## config.mk

```make
export PLATFORM = sky130hd
export DESIGN_NAME = parallel_bit_deposit_extract_top
export DESIGN_NICKNAME = d
export VERILOG_FILES = /design/src/rtl/core/pbde_pkg.sv /design/src/rtl/core/pbde_cell.sv /design/src/rtl/core/parallel_bit_deposit_extract_top.sv
export SDC_FILE = /design/constraint.sdc
export NUM_CORES = 2
export LEC_CHECK = 0
export BUFFER_PORTS_ARGS = -buffer_cell sky130_fd_sc_hd__clkbuf_2
export CAP_MARGIN = 20
export CELL_PAD_IN_SITES_DETAIL_PLACEMENT = 0
export CELL_PAD_IN_SITES_GLOBAL_PLACEMENT = 2
export CORE_UTILIZATION = 30
export DETAILED_ROUTE_END_ITERATION = 7
export GPL_ROUTABILITY_DRIVEN = 0
export PLACE_DENSITY_LB_ADDON = 0.1
export SLEW_MARGIN = 25
export SYNTH_ARGS = -nofsm -noshare
export SYNTH_HDL_FRONTEND = slang
export SYNTH_HIERARCHICAL = 1
export SYNTH_SLANG_ARGS = --single-unit
```

## constraint.sdc

```tcl
create_clock -name clk -period 8.1 [get_ports clk]
set_clock_uncertainty 0.1 [all_clocks]
set_input_delay 1.62 -clock clk [delete_from_list [all_inputs] [get_ports clk]]
set_output_delay 1.62 -clock clk [all_outputs]
set_load 0.1 [all_outputs]
```

## src/rtl/core/pbde_pkg.sv

```systemverilog
// ----------------------------------------------------------------------------
// pbde_pkg
// Shared types and constants for the parallel bit deposit/extract unit.
// ----------------------------------------------------------------------------
package pbde_pkg;

	localparam int DATA_W    = 64;
	localparam int LANE_W    = 8;
	localparam int NUM_CELLS = DATA_W / LANE_W;
	localparam int CNT_W     = $clog2(DATA_W + 1);
	localparam int SHAMT_W   = $clog2(LANE_W + 1);
	localparam int HALF_W    = DATA_W / 2;

	// operation codes carried in tuser
	typedef enum logic {
		FUNC_DEPOSIT = 1'b0,
		FUNC_EXTRACT = 1'b1
	} func_t;

	// work item handed from cell to cell
	typedef struct packed {
		func_t               func;
		logic [DATA_W-1:0]   value;   // remaining source bits, low end is next
		logic [DATA_W-1:0]   mask;    // remaining mask bits, low byte is next
		logic [DATA_W-1:0]   result;  // partial result
		logic [CNT_W-1:0]    cnt;     // extract: bits packed so far
	} item_t;

endpackage

```

## src/rtl/core/pbde_cell.sv

```systemverilog
// ----------------------------------------------------------------------------
// pbde_cell
// One cell of the chain: handles the low mask byte of the item, then shifts
// value, mask and, for deposit, result along. Holds one stage register.
// ----------------------------------------------------------------------------
module pbde_cell (
	input  logic            clk,
	input  logic            arst_n,
	input  logic            up_valid,
	output logic            up_ready,
	input  pbde_pkg::item_t up_item,
	output logic            dn_valid,
	input  logic            dn_ready,
	output pbde_pkg::item_t dn_item
);

	localparam int LW = pbde_pkg::LANE_W;

	// gather the bits of src selected by m into the low end
	function automatic logic [LW-1:0] compress_lane(input logic [LW-1:0] src,
							input logic [LW-1:0] m);
		logic [LW-1:0]               r;
		logic [pbde_pkg::SHAMT_W-1:0] j;
		r = '0;
		j = '0;
		for (int i = 0; i < LW; i++) begin
			if (m[i]) begin
				r[j[$clog2(LW)-1:0]] = src[i];
				j = j + 1'b1;
			end
		end
		return r;
	endfunction

	// scatter the low bits of src to the set positions of m
	function automatic logic [LW-1:0] expand_lane(input logic [LW-1:0] src,
						      input logic [LW-1:0] m);
		logic [LW-1:0]               r;
		logic [pbde_pkg::SHAMT_W-1:0] j;
		r = '0;
		j = '0;
		for (int i = 0; i < LW; i++) begin
			if (m[i]) begin
				r[i] = src[j[$clog2(LW)-1:0]];
				j = j + 1'b1;
			end
		end
		return r;
	endfunction

	logic                         valid_q;
	pbde_pkg::item_t              item_q;
	pbde_pkg::item_t              nxt;
	logic [LW-1:0]                lane_m;
	logic [LW-1:0]                lane_v;
	logic [pbde_pkg::SHAMT_W-1:0] pop;
	logic [pbde_pkg::SHAMT_W-1:0] vshift;

	assign up_ready = !valid_q || dn_ready;

	always_comb begin
		lane_m = up_item.mask[LW-1:0];
		lane_v = up_item.value[LW-1:0];
		pop    = '0;
		for (int i = 0; i < LW; i++) begin
			pop = pop + pbde_pkg::SHAMT_W'(lane_m[i]);
		end
		// deposit consumes as many source bits as the lane has mask bits
		vshift = (up_item.func == pbde_pkg::FUNC_EXTRACT) ?
			 pbde_pkg::SHAMT_W'(LW) : pop;

		nxt       = up_item;
		nxt.value = up_item.value >> vshift;
		nxt.mask  = up_item.mask >> LW;
		nxt.cnt   = up_item.cnt + pbde_pkg::CNT_W'(pop);
		unique case (up_item.func)
			pbde_pkg::FUNC_DEPOSIT: begin
				nxt.result = {expand_lane(lane_v, lane_m),
					      up_item.result[pbde_pkg::DATA_W-1:LW]};
			end
			pbde_pkg::FUNC_EXTRACT: begin
				nxt.result = up_item.result |
					(pbde_pkg::DATA_W'(compress_lane(lane_v, lane_m))
					 << up_item.cnt);
			end
			default: begin
				nxt.result = up_item.result;
			end
		endcase
	end

	always_ff @(posedge clk or negedge arst_n) begin
		if (!arst_n) begin
			valid_q <= 1'b0;
		end else if (up_ready) begin
			valid_q <= up_valid;
		end
	end

	always_ff @(posedge clk) begin
		if (up_ready && up_valid) begin
			item_q <= nxt;
		end
	end

	assign dn_valid = valid_q;
	assign dn_item  = item_q;

endmodule

```

## src/rtl/core/parallel_bit_deposit_extract_top.sv

```systemverilog
// ----------------------------------------------------------------------------
// parallel_bit_deposit_extract_top
// Parallel bit deposit (scatter) and extract (gather) at 32 or 64 bits.
// ----------------------------------------------------------------------------
// Usage:
//  - Input stream s_axis_*: one transfer is one operation. tuser selects the
//    operation (bit 0: 0 deposit, 1 extract) and width (bit 1: 0 = 32-bit,
//    1 = 64-bit); tdata carries value (low 64 bits) and mask (high 64 bits).
//  - Output stream m_axis_*: one transfer per operation, in order, holding
//    the 64-bit result; 32-bit operations return bits 63..32 as zero.
//  - Datapath is a chain of eight identical cells, one per mask byte, each
//    with its own stage register. One operation can enter every cycle
//    unless a stalled receiver has backed the chain up.
//  - Each stage advances when it is empty or its successor advances, so
//    bubbles close up and a stalled receiver only backs up the chain once
//    every cell holds an operation.
//  - Reset (arst_n low) empties every stage; no state survives between
//    operations.
// ----------------------------------------------------------------------------
module parallel_bit_deposit_extract_top (
	input  logic         clk,
	input  logic         arst_n,
	input  logic         s_axis_tvalid,
	output logic         s_axis_tready,
	input  logic [127:0] s_axis_tdata,  // [63:0] value, [127:64] mask
	input  logic [1:0]   s_axis_tuser,  // [0] func, [1] wide
	output logic         m_axis_tvalid,
	input  logic         m_axis_tready,
	output logic [63:0]  m_axis_tdata   // [63:0] result
);

	localparam int N  = pbde_pkg::NUM_CELLS;
	localparam int DW = pbde_pkg::DATA_W;
	localparam int HW = pbde_pkg::HALF_W;

	logic                      wide;
	logic [DW-1:0]             lane_sel;
	pbde_pkg::item_t           entry;

	logic            link_valid [N+1];
	logic            link_ready [N+1];
	pbde_pkg::item_t link_item  [N+1];

	// 32-bit mode: drop upper operand bits up front; the chain then leaves
	// the upper result bits at zero on its own.
	always_comb begin
		wide         = s_axis_tuser[1];
		lane_sel     = wide ? {DW{1'b1}} : {{HW{1'b0}}, {HW{1'b1}}};
		entry.func   = pbde_pkg::func_t'(s_axis_tuser[0]);
		entry.value  = s_axis_tdata[DW-1:0] & lane_sel;
		entry.mask   = s_axis_tdata[2*DW-1:DW] & lane_sel;
		entry.result = '0;
		entry.cnt    = '0;
	end

	assign link_valid[0] = s_axis_tvalid;
	assign link_item[0]  = entry;
	assign s_axis_tready = link_ready[0];

	for (genvar g = 0; g < N; g++) begin : g_cell
		pbde_cell u_cell (
			.clk      (clk),
			.arst_n   (arst_n),
			.up_valid (link_valid[g]),
			.up_ready (link_ready[g]),
			.up_item  (link_item[g]),
			.dn_valid (link_valid[g+1]),
			.dn_ready (link_ready[g+1]),
			.dn_item  (link_item[g+1])
		);
	end

	// last cell's stage register doubles as the output register
	assign m_axis_tvalid = link_valid[N];
	assign link_ready[N] = m_axis_tready;
	assign m_axis_tdata  = link_item[N].result;

endmodule

```

==> run_results.csv <==
group,metric,value,unit
setup_path,end_kind,"register",
timing,slew_headroom,0.271,
drt,vias_per_cell,5.54,
cells_and_area,fill_cells,28000,
die,rows,192,
grt,grt_use_total,0.214,
grt,grt_start_max_net_pins,138,
cells_and_area,nets,8390,
run,maxCapViolations,0,
placement,dpl.hpwl,239000,um
power,leakagePower,0.0375,uW
timing,rsz0062_at_grt,"false",
grt,grt_pass1_wl,451000,um
placement,pre_cts_ws,0.219,ns
setup_path,start_kind,"register",
cells_and_area,regArea,33400,um2
cts,root_buffer,"clkbuf_16",
timing,drv_slew,0,
die,start_util,0.302,
power,powerDensity,482,nW/um2
setup_path,critPathKind,"register to register",
cts,numCtsBuffers,145,
outcome,status,"finished, final reports clean",
synth,synth_cells,8052,
cts,cts_tree,"built",
drt,vias,65800,
cts,clockBufferDepth,4,
die,core-area,275000,um2
timing,setup_tns,0,ns
timing,setup_ws,0.445,ns
die,dieArea,279000,um2
drt,ant_nets,0,
grt,grt_pass1_vias,66100,
power,vdd_drop_max,0.238,mV
cts,htree_levels,4,
setup_path,crit_arrival,8.09,ns
grt,gr-total-overflow,0,
timing,setup_viol,0,
cells_and_area,area_delta_synth_final,11.5,%
die,io_pins,200,
drt,drc,0,
drt,drt_iter0_markers,5190,
grt,antenna_found_initial,5,
setup_path,crit_path_max_fanout,15,
setup_path,critical_path_required,8.54,ns
drt,drt-total-wl,308000,um
timing,fmax,0.131,GHz
cts,clk_pin_slew,0.06,ns
worst_hold_path,min_path_type,"register to register",
die,die_height,528,um
cts,cts.sinks,1114,
timing,fin_crit,7.66,ns
cells_and_area,multi_input_area,47000,um2
timing,min_period_over_period,0.945,
cells_and_area,drive_gt1_frac,0.107,
timing,hold_violations,0,
drt,drtPass1Iterations,8,
drt,routedWlPerCell,25.9,um
synth,avgSynthCellArea,10.3,um2
cts,clk_latency,0.84,ns
placement,portBuffers,199,
timing,worst_pin_slew,1.07,ns
die,die_x,528,um
synth,synthesis.area,83100,um2
synth,ys_warn_count,6,
repair_timing:
action,4_1_cts,5_1_grt
gates resized for setup,0,3
buffers inserted,0,0
hold buffers,0,0
setup endpoints to repair,0,4
metrics by stage:
stage	instance area, um2	hold slack, ns	util	cells	total power [uW]
after detailed placement	88000	0.305	0.320	11600	38300
after global routing	92600	0.319	0.337	11900	47400
after CTS	92600	0.311	0.337	11900	44900
final	92600	0.302	0.337	11900	44600
after global placement	87900	0.301	0.320	11600	38400
after floorplan	83700	0.300	-	8215	29500
worst max-delay path, cell delays in order (launching register included):
cell and delay [ns]:
edfxtp_1 0.76, inv_1 0.13, fa_1 0.54, clkinv_1 0.22, ha_1 0.55, nand2b_1 0.15
o31ai_1 0.14, o21ai_0 0.56, ha_1 0.35, nand2_1 0.06, o31a_1 0.20, a21o_1 0.25
clkinv_1 0.30, ha_1 0.29, xnor3_1 0.39, or3_1 0.37, nand3_1 0.10, a21oi_1 0.06
a221oi_2 0.48, a21oi_1 0.39, a221oi_1 0.71, o21ai_0 0.28
sequential cells by signal, indices dropped and copies added, names as in the netlist:
signal	cells
g_cell.u_cell/dn_item	1106
g_cell.u_cell/dn_valid	8
layer usage:
metal | share of wire | track usage | vias up
met5 | 0.000026 | 0 | -
met2 | 0.48 | 0.364 | 1893
met4 | 0.043 | 0.0871 | 2
met1 | 0.44 | 0.275 | 32500
met3 | 0.041 | 0.0204 | 498
li1 | - | - | 30900
layout by cell type (no fill, tap or decap), types with 107 or more instances in the layout:
master     instances
a211oi_1         128
a21oi_1          362
a31oi_1          126
buf_4            109
clkbuf_16        146
clkbuf_2         197
conb_1           164
edfxtp_1        1106
ha_1             128
inv_1            236
mux2i_1         1539
nand2_1          583
nand2b_1         120
nand3_1          169
nor2_1           448
nor3_1           119
o21ai_0          506
o22ai_1          107
path summary, 6_finish.rpt:
check                                                       start                                     end  slack, ns  cells after the start
setup / recovery           g_cell[1].u_cell/dn_item[73]$_DFFE_PP_  g_cell[2].u_cell/dn_item[25]$_DFFE_PP_       0.44                     21
hold / removal             g_cell[4].u_cell/dn_item[91]$_DFFE_PP_  g_cell[5].u_cell/dn_item[83]$_DFFE_PP_       0.30                      0
setup reg to reg           g_cell[1].u_cell/dn_item[73]$_DFFE_PP_  g_cell[2].u_cell/dn_item[25]$_DFFE_PP_       0.44                     21
hold reg to reg            g_cell[4].u_cell/dn_item[91]$_DFFE_PP_  g_cell[5].u_cell/dn_item[83]$_DFFE_PP_       0.30                      0
max in group asynchronous                                  arst_n   g_cell[2].u_cell/dn_valid$_DFFE_PN0N_       7.16                      1
min in group asynchronous                                  arst_n   g_cell[7].u_cell/dn_valid$_DFFE_PN0N_       0.54                      1
final cells by class:
class / instances / area share
clock buffers: 170 / 0.0404
inverters: 264 / 0.0107
multi-input cells: 6248 / 0.508
repair buffers: 312 / 0.0209
flip-flops and latches: 1114 / 0.361
well taps: 3686 / 0.0498
diodes: 4 / 0.000108
clock inverters: 83 / 0.00938
power by group:
part	leakage, uW	total (uW)	internal (uW)	switching, uW
registers	0.0110	11500	9310	2220
clock network	0.00223	6410	3750	2660
logic	0.0243	26700	9460	17200
total	0.0375	44600	22500	22100
(Power assumes the default switching activity.)
